## src/rtl/pig_pkg.sv

```systemverilog
// ----------------------------------------------------------------------------
// pig_pkg
// Shared types and constants for the prime implicant generator.
// ----------------------------------------------------------------------------
`default_nettype none

package pig_pkg;

    localparam int MAX_VARS_DEF   = 8;
    localparam int CUBE_DEPTH_DEF = 64;
    localparam int OUT_MAX        = 64;
    localparam int VAR_CFG_W      = 4;
    localparam logic [VAR_CFG_W-1:0] VAR_RESET = 4'd4;

    typedef enum logic [4:0] {
        ST_IDLE,
        ST_LD_RD,
        ST_LD_CMP,
        ST_LD_INS,
        ST_AFTER,
        ST_RD_I,
        ST_LAT_I,
        ST_RD_J,
        ST_CMP_J,
        ST_NX_RD,
        ST_NX_CMP,
        ST_NX_INS,
        ST_EM_RD,
        ST_EM_WR,
        ST_ROUND_END,
        ST_CP_RD,
        ST_CP_WR,
        ST_OUT_RD,
        ST_OUT_ST
    } pig_state_t;

endpackage

`default_nettype wire

```

## src/rtl/prime_implicant_generator.sv

```systemverilog
// ----------------------------------------------------------------------------
// prime_implicant_generator
// Quine-McCluskey prime implicant generator with one shared cube comparator.
//
// Terms enter on start/busy: an item is taken when start is high and busy is
// low. Each term costs a scan of the cube store for a duplicate. An item with
// is_last runs the combining rounds: every pair of cubes is tried in the
// comparator, and each merge searches the next-round store for duplicates;
// copy and emit passes over the cubes follow. Primes are gathered in a prime
// buffer, then sent one at a time on result_valid, each shown for one cycle;
// the receiver cannot stall. last_prime marks the final prime, overflow is
// set on all primes of a run in which a store or the prime buffer ran out of
// room. busy stays high from the accepted item until the last prime is sent.
// var_count is written over cfg_valid/cfg_ready (always ready). Reset sets
// var_count to 4 and empties all stores at once.
// ----------------------------------------------------------------------------
`default_nettype none

module prime_implicant_generator #(
    parameter int MAX_VARS   = pig_pkg::MAX_VARS_DEF,
    parameter int CUBE_DEPTH = pig_pkg::CUBE_DEPTH_DEF
) (
    input  wire logic                          clk,
    input  wire logic                          rst_n,
    input  wire logic                          start,
    output logic                               busy,
    input  wire logic [MAX_VARS-1:0]           term_value,
    input  wire logic                          is_last,
    input  wire logic                          cfg_valid,
    output logic                               cfg_ready,
    input  wire logic [pig_pkg::VAR_CFG_W-1:0] cfg_data,
    output logic                               result_valid,
    output logic [MAX_VARS-1:0]                prime_value,
    output logic [MAX_VARS-1:0]                prime_mask,
    output logic                               last_prime,
    output logic                               overflow
);

    localparam int AW  = (CUBE_DEPTH > 1) ? $clog2(CUBE_DEPTH) : 1;
    localparam int CW  = $clog2(CUBE_DEPTH + 1);
    localparam int PAW = $clog2(pig_pkg::OUT_MAX);
    localparam int PCW = $clog2(pig_pkg::OUT_MAX + 1);
    localparam int KW  = (CW > PCW) ? CW : PCW;
    localparam int EW  = 2 * MAX_VARS;

    logic [EW-1:0] cur_mem   [CUBE_DEPTH];
    logic [EW-1:0] next_mem  [CUBE_DEPTH];
    logic [EW-1:0] prime_mem [pig_pkg::OUT_MAX];

    pig_pkg::pig_state_t state_reg, state_next;
    logic [pig_pkg::VAR_CFG_W-1:0] var_count_reg;
    logic [CW-1:0]  cur_count_reg, cur_count_next;
    logic [CW-1:0]  next_count_reg, next_count_next;
    logic [PCW-1:0] primes_reg, primes_next;
    logic           ovf_reg, ovf_next;
    logic [CUBE_DEPTH-1:0] merged_reg, merged_next;
    logic [CW-1:0]  i_reg, i_next, j_reg, j_next;
    logic [KW-1:0]  k_reg, k_next;
    logic [MAX_VARS-1:0] term_reg, term_next;
    logic           last_reg, last_next;
    logic [EW-1:0]  a_reg, a_next;
    logic [EW-1:0]  cand_reg, cand_next;
    logic [EW-1:0]  cur_rd_reg, next_rd_reg, prime_rd_reg;

    logic [AW-1:0]  cur_raddr, cur_waddr, next_waddr;
    logic [PAW-1:0] prime_waddr;
    logic [EW-1:0]  cur_wdata, next_wdata, prime_wdata;
    logic           cur_we, next_we, prime_we;
    logic           out_fire;

    logic [MAX_VARS-1:0] vmask;
    logic [MAX_VARS-1:0] d;

    always_comb
    begin
        for (int b = 0; b < MAX_VARS; b++)
        begin
            vmask[b] = (b == 0) || (b < int'(var_count_reg));
        end
    end

    assign busy      = (state_reg != pig_pkg::ST_IDLE);
    assign cfg_ready = 1'b1;
    assign d = a_reg[MAX_VARS-1:0] ^ cur_rd_reg[MAX_VARS-1:0];

    always_ff @(posedge clk)
    begin
        if (cur_we)
        begin
            cur_mem[cur_waddr] <= cur_wdata;
        end
        if (next_we)
        begin
            next_mem[next_waddr] <= next_wdata;
        end
        if (prime_we)
        begin
            prime_mem[prime_waddr] <= prime_wdata;
        end
        cur_rd_reg   <= cur_mem[cur_raddr];
        next_rd_reg  <= next_mem[k_reg[AW-1:0]];
        prime_rd_reg <= prime_mem[k_reg[PAW-1:0]];
    end

    always_ff @(posedge clk or negedge rst_n)
    begin
        if (!rst_n)
        begin
            state_reg      <= pig_pkg::ST_IDLE;
            var_count_reg  <= pig_pkg::VAR_RESET;
            cur_count_reg  <= '0;
            next_count_reg <= '0;
            primes_reg     <= '0;
            ovf_reg        <= 1'b0;
            merged_reg     <= '0;
            i_reg          <= '0;
            j_reg          <= '0;
            k_reg          <= '0;
            last_reg       <= 1'b0;
            result_valid   <= 1'b0;
        end
        else
        begin
            state_reg      <= state_next;
            cur_count_reg  <= cur_count_next;
            next_count_reg <= next_count_next;
            primes_reg     <= primes_next;
            ovf_reg        <= ovf_next;
            merged_reg     <= merged_next;
            i_reg          <= i_next;
            j_reg          <= j_next;
            k_reg          <= k_next;
            last_reg       <= last_next;
            result_valid   <= out_fire;
            if (cfg_valid)
            begin
                var_count_reg <= cfg_data;
            end
        end
    end

    always_ff @(posedge clk)
    begin
        term_reg <= term_next;
        a_reg    <= a_next;
        cand_reg <= cand_next;
        if (out_fire)
        begin
            prime_value <= prime_rd_reg[MAX_VARS-1:0];
            prime_mask  <= prime_rd_reg[EW-1:MAX_VARS];
            last_prime  <= (PCW'(k_reg) == primes_reg - PCW'(1));
            overflow    <= ovf_reg;
        end
    end

    always_comb
    begin
        state_next      = state_reg;
        cur_count_next  = cur_count_reg;
        next_count_next = next_count_reg;
        primes_next     = primes_reg;
        ovf_next        = ovf_reg;
        merged_next     = merged_reg;
        i_next          = i_reg;
        j_next          = j_reg;
        k_next          = k_reg;
        term_next       = term_reg;
        last_next       = last_reg;
        a_next          = a_reg;
        cand_next       = cand_reg;
        cur_raddr       = k_reg[AW-1:0];
        cur_we          = 1'b0;
        cur_waddr       = cur_count_reg[AW-1:0];
        cur_wdata       = {{MAX_VARS{1'b0}}, term_reg};
        next_we         = 1'b0;
        next_waddr      = next_count_reg[AW-1:0];
        next_wdata      = cand_reg;
        prime_we        = 1'b0;
        prime_waddr     = primes_reg[PAW-1:0];
        prime_wdata     = cur_rd_reg;
        out_fire        = 1'b0;

        case (state_reg)
            pig_pkg::ST_IDLE:
            begin
                if (start)
                begin
                    term_next  = term_value & vmask;
                    last_next  = is_last;
                    k_next     = '0;
                    state_next = pig_pkg::ST_LD_RD;
                end
            end
            pig_pkg::ST_LD_RD:
            begin
                if (k_reg == KW'(cur_count_reg))
                begin
                    state_next = pig_pkg::ST_LD_INS;
                end
                else
                begin
                    state_next = pig_pkg::ST_LD_CMP;
                end
            end
            pig_pkg::ST_LD_CMP:
            begin
                if (cur_rd_reg == {{MAX_VARS{1'b0}}, term_reg})
                begin
                    state_next = pig_pkg::ST_AFTER;
                end
                else
                begin
                    k_next     = k_reg + KW'(1);
                    state_next = pig_pkg::ST_LD_RD;
                end
            end
            pig_pkg::ST_LD_INS:
            begin
                if (cur_count_reg < CW'(CUBE_DEPTH))
                begin
                    cur_we         = 1'b1;
                    cur_count_next = cur_count_reg + CW'(1);
                end
                else
                begin
                    ovf_next = 1'b1;
                end
                state_next = pig_pkg::ST_AFTER;
            end
            pig_pkg::ST_AFTER:
            begin
                if (!last_reg)
                begin
                    state_next = pig_pkg::ST_IDLE;
                end
                else
                begin
                    next_count_next = '0;
                    merged_next     = '0;
                    i_next          = '0;
                    state_next      = pig_pkg::ST_RD_I;
                end
            end
            pig_pkg::ST_RD_I:
            begin
                cur_raddr = i_reg[AW-1:0];
                if (i_reg == cur_count_reg)
                begin
                    k_next     = '0;
                    state_next = pig_pkg::ST_EM_RD;
                end
                else
                begin
                    state_next = pig_pkg::ST_LAT_I;
                end
            end
            pig_pkg::ST_LAT_I:
            begin
                a_next     = cur_rd_reg;
                j_next     = i_reg + CW'(1);
                state_next = pig_pkg::ST_RD_J;
            end
            pig_pkg::ST_RD_J:
            begin
                cur_raddr = j_reg[AW-1:0];
                if (j_reg == cur_count_reg)
                begin
                    i_next     = i_reg + CW'(1);
                    state_next = pig_pkg::ST_RD_I;
                end
                else
                begin
                    state_next = pig_pkg::ST_CMP_J;
                end
            end
            pig_pkg::ST_CMP_J:
            begin
                if ((a_reg[EW-1:MAX_VARS] == cur_rd_reg[EW-1:MAX_VARS]) && (d != '0)
                    && ((d & (d - MAX_VARS'(1))) == '0))
                begin
                    merged_next[i_reg[AW-1:0]] = 1'b1;
                    merged_next[j_reg[AW-1:0]] = 1'b1;
                    cand_next  = {a_reg[EW-1:MAX_VARS] | d, a_reg[MAX_VARS-1:0] & ~d};
                    k_next     = '0;
                    state_next = pig_pkg::ST_NX_RD;
                end
                else
                begin
                    j_next     = j_reg + CW'(1);
                    state_next = pig_pkg::ST_RD_J;
                end
            end
            pig_pkg::ST_NX_RD:
            begin
                if (k_reg == KW'(next_count_reg))
                begin
                    state_next = pig_pkg::ST_NX_INS;
                end
                else
                begin
                    state_next = pig_pkg::ST_NX_CMP;
                end
            end
            pig_pkg::ST_NX_CMP:
            begin
                if (next_rd_reg == cand_reg)
                begin
                    j_next     = j_reg + CW'(1);
                    state_next = pig_pkg::ST_RD_J;
                end
                else
                begin
                    k_next     = k_reg + KW'(1);
                    state_next = pig_pkg::ST_NX_RD;
                end
            end
            pig_pkg::ST_NX_INS:
            begin
                if (next_count_reg < CW'(CUBE_DEPTH))
                begin
                    next_we         = 1'b1;
                    next_count_next = next_count_reg + CW'(1);
                end
                else
                begin
                    ovf_next = 1'b1;
                end
                j_next     = j_reg + CW'(1);
                state_next = pig_pkg::ST_RD_J;
            end
            pig_pkg::ST_EM_RD:
            begin
                if (k_reg == KW'(cur_count_reg))
                begin
                    state_next = pig_pkg::ST_ROUND_END;
                end
                else if (merged_reg[k_reg[AW-1:0]])
                begin
                    k_next = k_reg + KW'(1);
                end
                else
                begin
                    state_next = pig_pkg::ST_EM_WR;
                end
            end
            pig_pkg::ST_EM_WR:
            begin
                if (primes_reg < PCW'(pig_pkg::OUT_MAX))
                begin
                    prime_we    = 1'b1;
                    primes_next = primes_reg + PCW'(1);
                end
                else
                begin
                    ovf_next = 1'b1;
                end
                k_next     = k_reg + KW'(1);
                state_next = pig_pkg::ST_EM_RD;
            end
            pig_pkg::ST_ROUND_END:
            begin
                k_next = '0;
                if (next_count_reg == '0)
                begin
                    state_next = pig_pkg::ST_OUT_RD;
                end
                else
                begin
                    state_next = pig_pkg::ST_CP_RD;
                end
            end
            pig_pkg::ST_CP_RD:
            begin
                if (k_reg == KW'(next_count_reg))
                begin
                    cur_count_next  = next_count_reg;
                    next_count_next = '0;
                    merged_next     = '0;
                    i_next          = '0;
                    state_next      = pig_pkg::ST_RD_I;
                end
                else
                begin
                    state_next = pig_pkg::ST_CP_WR;
                end
            end
            pig_pkg::ST_CP_WR:
            begin
                cur_we     = 1'b1;
                cur_waddr  = k_reg[AW-1:0];
                cur_wdata  = next_rd_reg;
                k_next     = k_reg + KW'(1);
                state_next = pig_pkg::ST_CP_RD;
            end
            pig_pkg::ST_OUT_RD:
            begin
                if (PCW'(k_reg) == primes_reg)
                begin
                    cur_count_next  = '0;
                    next_count_next = '0;
                    primes_next     = '0;
                    ovf_next        = 1'b0;
                    merged_next     = '0;
                    state_next      = pig_pkg::ST_IDLE;
                end
                else
                begin
                    state_next = pig_pkg::ST_OUT_ST;
                end
            end
            pig_pkg::ST_OUT_ST:
            begin
                out_fire   = 1'b1;
                k_next     = k_reg + KW'(1);
                state_next = pig_pkg::ST_OUT_RD;
            end
            default:
            begin
                state_next = pig_pkg::ST_IDLE;
            end
        endcase
    end

endmodule

`default_nettype wire

```

## config.mk

```make
export PLATFORM = sky130hd
export DESIGN_NAME = prime_implicant_generator
export DESIGN_NICKNAME = d
export VERILOG_FILES = /design/src/rtl/pig_pkg.sv /design/src/rtl/prime_implicant_generator.sv
export SDC_FILE = /design/constraint.sdc
export NUM_CORES = 2
export LEC_CHECK = 0
export BUFFER_PORTS_ARGS = -buffer_cell sky130_fd_sc_hd__buf_4
export CORE_MARGIN = 1
export CORE_UTILIZATION = 52
export CTS_CLUSTER_DIAMETER = 50
export DETAILED_ROUTE_END_ITERATION = 16
export PLACE_DENSITY = 0.75
export REMOVE_ABC_BUFFERS = 1
export SETUP_SLACK_MARGIN = 0.3
export SLEW_MARGIN = 20
export SYNTH_ARGS = -nofsm -noshare
export SYNTH_HDL_FRONTEND = slang
export SYNTH_SLANG_ARGS = --single-unit
```

## constraint.sdc

```tcl
create_clock -name clk -period 12.35 [get_ports clk]
set_input_delay 0 -clock clk [delete_from_list [all_inputs] [get_ports clk]]
set_output_delay 0 -clock clk [all_outputs]
set_load 0.01 [all_outputs]
```

### Word-level counts from Yosys, hierarchy flattened

Memory sizes are Yosys's and may differ from the RTL's. A register that Yosys moved wholly into a read port is not among the register bits.
Index checks and enable logic that the tools add are counted.
Widths: inputs -> output; s select.

* add/sub/neg operators: 8
* magnitude comparators: 15
* eq/ne operators: 47
* multiplexer cells: 70
* bitwise gates (word level): 8
* reductions and logical operators: 30

Operators by type and width (number)
* $mux 64: 4
* $pmux 64 s4: 1
* $or 64x64->64: 2
* $mux 7: 17
* $pmux 5 s18: 1
* $pmux 7 s4: 2
* $pmux 7 s8: 1
* $add 7x1->7 const B: 6
* $eq 7x7->1: 6
* $pmux 7 s3: 2
* $eq 5x4->1 const B: 8
* $ne 2x2->1 const B: 19
* $mux 5: 6
* $and 8x8->8: 3
* $lt 6x7->1 const B: 3
* $lt 7x7->1 const B: 3
* $mux 1: 21
* $eq 5x3->1 const B: 4
* $eq 16x16->1: 1
* $eq 16x8->1: 1
* $lt 3x4->1 const A: 4
* $mux 16: 1
* $mux 4: 4
* $reduce_bool 4->1: 4
* 36 further kinds: 54

* flip-flop bits (word level): 176
* memory bits (writable): 3072
* input bits: 17
* output and inout bits: 21
* memories: 3

Memories
* cur_mem: words 64, width 16, read ports 1, clocked after Yosys merged registers in 1, wr ports 1, line prime_implicant_generator.sv:46 `logic [EW-1:0] cur_mem [CUBE_DEPTH];`
* next_mem: words 64, width 16, read ports 1, clocked after Yosys merged registers in 1, wr ports 1, line prime_implicant_generator.sv:47 `logic [EW-1:0] next_mem [CUBE_DEPTH];`
* prime_mem: words 64, width 16, read ports 1, clocked after Yosys merged registers in 1, wr ports 1, line prime_implicant_generator.sv:48 `logic [EW-1:0] prime_mem [pig_pkg::OUT_MAX];`

### Longest topological paths before layout

* depth in word-level cells: 8
* gate-level depth with buffers: 13

### Worst setup path after synthesis

OpenSTA, ideal clock, no wires.

* path type: register -> register
* from: register cur_rd_reg[2] (read register of cur_mem)
* to: register cand_reg[0] (enable)
* library setup time: 0.430 ns
* arrival: 3.864 ns
* path slack: 8.056 ns
* cell stages (with the launch flop): 6
* path buffers: 0
* period minus slack after synthesis: 4.294 ns
* cell sequence: dfxtp_1 ha_1 or3_1 nor4_1 a21oi_1 nor4_1

* word-level cells in the longest chain between the ends: 6
* elaborated cells on any way between the ends: 8
* those cells by class: add/sub: 1; bitwise: 2; reduce/logical: 5

RTL lines
* from (decl): line prime_implicant_generator.sv:63 `logic [EW-1:0] cur_rd_reg, next_rd_reg, prime_rd_reg;`
* $xor 8x8->8 (*): line prime_implicant_generator.sv:84 `assign d = a_reg[MAX_VARS-1:0] ^ cur_rd_reg[MAX_VARS-1:0];`
* $sub 8x1->8: line prime_implicant_generator.sv:279 `&& ((d & (d - MAX_VARS'(1))) == '0))`
* $and 8x8->8: line prime_implicant_generator.sv:279
* $logic_not 8->1: line prime_implicant_generator.sv:279
* $logic_and 1x1->1 (*): line prime_implicant_generator.sv:279
* $reduce_and 2->1 (no source line) (*)
* to (signal assigned): line prime_implicant_generator.sv:146 `cand_reg <= cand_next;`
* to (decl): line prime_implicant_generator.sv:62 `logic [EW-1:0] cand_reg, cand_next;`

Mark *: on every way between the ends. The rest lies on a longest branch, timed or not.
A chain may end at the register's enable or synchronous reset.

### Final worst setup path

* from: register state_reg[0]
* to: register cur_rd_reg[11] (read register of cur_mem)

* word-level cells in the longest chain between the ends: 2
* elaborated cells on any way between the ends: 3
* those cells by class: eq/ne: 2; mux: 1

RTL lines
* from (decl): line prime_implicant_generator.sv:50 `pig_pkg::pig_state_t state_reg, state_next;`
* from (signal assigned): line prime_implicant_generator.sv:109 `state_reg <= pig_pkg::ST_IDLE;`
* from (signal assigned): line prime_implicant_generator.sv:124 `state_reg <= state_next;`
* $eq 5x3->1: line prime_implicant_generator.sv:183 `case (state_reg)`
* $pmux 6 s2 (*): line prime_implicant_generator.sv:183

Marked as above.

==> qor.csv <==
metric,value,unit
final.setup.tns,0,ps
avgSynthCellArea,20.2,µm²
die-area,251000,µm²
finalCritPeriodShare,44.8,%
hp-class,in2reg,
clkSlewWorstSetupHoldPaths,60,ps
worst_path_most_repeated_cell,sky130_fd_sc_hd__buf_4,
worst-path-stages,8,
critPathSlowestCell,sky130_fd_sc_hd__buf_4,
cap_violations,0,
port_buffers,36,
maxSlewViolCount,0,
netlist.area_leader.share,72.5,%
cts-buffers-inserted,363,
antenna_violating_nets_post_route,0,
slew_headroom,19.8,%
syn2layout_area_growth,13.2,%
floorplan.rows,182,
place_congestion,0.872,
fmax,181,MHz
synth-seq-cells,3296,
final_design_area_no_fill,147000,µm²
io_pins,38,
largest_registers,"cur_mem (1024), next_mem (1024), prime_mem (1024)",
grt_antenna_before_repair,24,
timing.critical_path.arrival,6390,ps
synth.top_cells.by_area,"sky130_fd_sc_hd__edfxtp_1 73%, sky130_fd_sc_hd__mux4_2 14%, sky130_fd_sc_hd__dfrtp_1 2.3%",
drt_iter0_markers,9629,
cts_tree,done,
synth_commonest_cells,"3,130 x sky130_fd_sc_hd__edfxtp_1, 779 x sky130_fd_sc_hd__mux4_2, 335 x sky130_fd_sc_hd__nor2_1, 318 x sky130_fd_sc_hd__nand2_1, 248 x sky130_fd_sc_hd__mux2i_1",
path_max_fanout,81,
fraction_of_final_layout_cells_sized_beyond_drive_strength_1,26.1,%
post-route-min-period,5540,ps
number_of_global_route_vias_before_repair,67260,
status,"finished, final reports clean",
ys_async_sr_fraction,3.58,%
grt_first_pass_wirelength,470,mm
post_synth_instance_area,130000,µm²
ys_dominant_reg_cell,sky130_fd_sc_hd__edfxtp_1,
setup-violations-final,0,
worstRegToRegCells,8,
dp.final_hpwl,174,mm
clock_sink_count,3296,
buf_inv_stages_crit_path,2,
clock_tree.root_cell,sky130_fd_sc_hd__clkbuf_16,
timing_hold_violations_final,0,
maximum_ir_drop_on_the_vdd_rail,0.000204,V
worstSkewPairLatency,990,ps
htree_levels,5,
number_of_flops_mapped_to_enable_cells_by_yosys,3130,
power.density,195,nW/µm²
floorplan.core_area,247000,µm²
max_slew.worst_pin.slew,1200,ps
worstReg2RegStart,state_reg[0],
finalClockSkew,99.2,ps
synth_warnings,0,
post-cts-setup-buffers,0,
fp.dieW,501,µm
worst-endpoint-required,13200,ps
reg2reg_setup_slack,6810,ps
critical_path_startpoint_category,flip-flop,
synth.lib_cells_used.distinct,81,
yosys.area.top_type,sky130_fd_sc_hd__edfxtp_1,
routed_wl,326,mm
routed-via-count,67121,
initial_core_util,52.5,%
slowest_delay,920,ps
yosysSeqAreaShare,75.5,%
grt_residual_overflow,0,
post_dp_cell_area,135000,µm²
unrepaired_setup_endpoints_after_global_routing,false,
route.detailed.wl_per_inst,31.5,µm
cp_cell_sequence,and4bb_4 > mux2i_4 > buf_4 > buf_4 > mux2_2 > a222oi_1 > nand4_1 > a21oi_1,
crit_type,reg2reg,
drc,0,
dr_pass1_iterations,6,
detail_route.vias_per_cell,6.48,
critical_path.top_delay_family,buffers and inverters,
design.final.nets,6798,
p_leak,48.0,nW
max-clock-path-buffers,4,
worst_setup_path_endpoint,cur_rd_reg[11],
dieHeight,501,µm
pin_count_of_the_biggest_net_entering_global_routing,160,
number_of_standard_cells_after_synthesis,6415,
synth_most_common_cell,sky130_fd_sc_hd__edfxtp_1,
grt_overall_usage,26.0,%
setup.worst_path.start,state_reg[0],
num-fill-cells,16846,
worst_setup_path_end_kind,flip-flop,
timing.rr.end,cur_rd_reg[11],
stage by stage:
step / setup WS [ps] / utilization (%) / power [mW] / hold WS (ps) / cells
floorplan: -70080 / - / 18.5 / -296 / 6039
global placement: 6980 / 54.6 / 18.1 / 127 / 9676
detailed placement: 6880 / 54.6 / 18.2 / 132 / 9676
CTS: 6850 / 59.4 / 28.7 / 1.16 / 10348
global route: 6660 / 59.4 / 29.4 / 25.0 / 10351
finish: 6810 / 59.4 / 28.6 / 2.55 / 10360
where the power goes:
part / internal [mW] / switching, mW
clock network: 6.15 / 4.34
logic: 1.75 / 3.01
registers: 13.0 / 0.356
cell usage in the layout (no fill, tap or decap), types with 26 or more instances in the layout:
cell | synthesis | final
sky130_fd_sc_hd__edfxtp_1 | 3130 | 3130
sky130_fd_sc_hd__mux4_2 | 779 | 779
sky130_fd_sc_hd__clkbuf_16 | 0 | 367
sky130_fd_sc_hd__buf_4 | 28 | 317
sky130_fd_sc_hd__nor2_1 | 335 | 311
sky130_fd_sc_hd__nand2_1 | 318 | 310
sky130_fd_sc_hd__mux2i_1 | 248 | 246
sky130_fd_sc_hd__a21oi_1 | 138 | 136
sky130_fd_sc_hd__dfrtp_1 | 117 | 111
sky130_fd_sc_hd__mux2_2 | 110 | 110
sky130_fd_sc_hd__nand3_1 | 87 | 87
sky130_fd_sc_hd__o21ai_0 | 83 | 82
sky130_fd_sc_hd__clkbuf_1 | 193 | 71
sky130_fd_sc_hd__o22ai_1 | 66 | 65
sky130_fd_sc_hd__xnor2_1 | 54 | 54
sky130_fd_sc_hd__clkinv_1 | 2 | 53
sky130_fd_sc_hd__nand4_1 | 53 | 53
sky130_fd_sc_hd__and3_1 | 52 | 43
sky130_fd_sc_hd__and2_1 | 39 | 39
sky130_fd_sc_hd__clkinv_2 | 0 | 38
sky130_fd_sc_hd__a211oi_1 | 38 | 37
sky130_fd_sc_hd__dlygate4sd3_1 | 0 | 34
sky130_fd_sc_hd__dfxtp_1 | 48 | 32
sky130_fd_sc_hd__bufinv_16 | 0 | 30
sky130_fd_sc_hd__xor2_1 | 26 | 26
tightest hold or removal path, stage by stage:
cell                            delay, ps
sky130_fd_sc_hd__dlygate4sd3_1        530
sky130_fd_sc_hd__buf_4                100
sky130_fd_sc_hd__nor2b_1              170
routing by layer:
metal	up-vias	global-route usage, %	wire [µm]
li1	27049	-	-
met1	34865	35.0	119000
met2	4389	41.5	158000
met3	808	5.05	33600
met4	10	11.7	15300
met5	-	0.193	117
layout make-up:
cell class                 count  area [µm²]  share of cell area (%)
antenna                       11        27.5                  0.0188
clock buffer                 448        9590                    6.53
clock inverter               189        1900                    1.29
inverter                      15        56.3                  0.0384
multi-input combinational   2728       30200                    20.5
sequential                  3296       97900                    66.7
tap                         3312        4140                    2.82
timing repair buffer         361        2930                    1.99
worst min path at each step:
stage | cells past startpoint | from | to | slack (ps)
global route | 3 | term_value[5] | term_reg[5] | 30
detailed placement | 1 | rst_n | result_valid | 130
finish | 3 | term_value[5] | term_reg[5] | 3
CTS | 3 | term_value[5] | term_reg[5] | 1
floorplan | 0 | rst_n | cur_count_reg[0] | -300
global placement | 1 | rst_n | result_valid | 130
cell families after synthesis:
kind of cell / count (synthesis) / share of synthesized area, %
xor+xnor: 80 / 0.541
fa+ha+maj: 17 / 0.162
other cells: 1 / 0.00289
simple gates: 1022 / 3.64
flops: 3296 / 75.5
compound gates: 470 / 2.34
buf+inv: 391 / 1.38
mux: 1138 / 16.4
what timing repair did:
action,CTS,global route
hold buffers,35,0
gates resized for setup,0,0
endpoints found under the hold margin,142,0
Note: power is estimated with default switching activity, not from simulation.
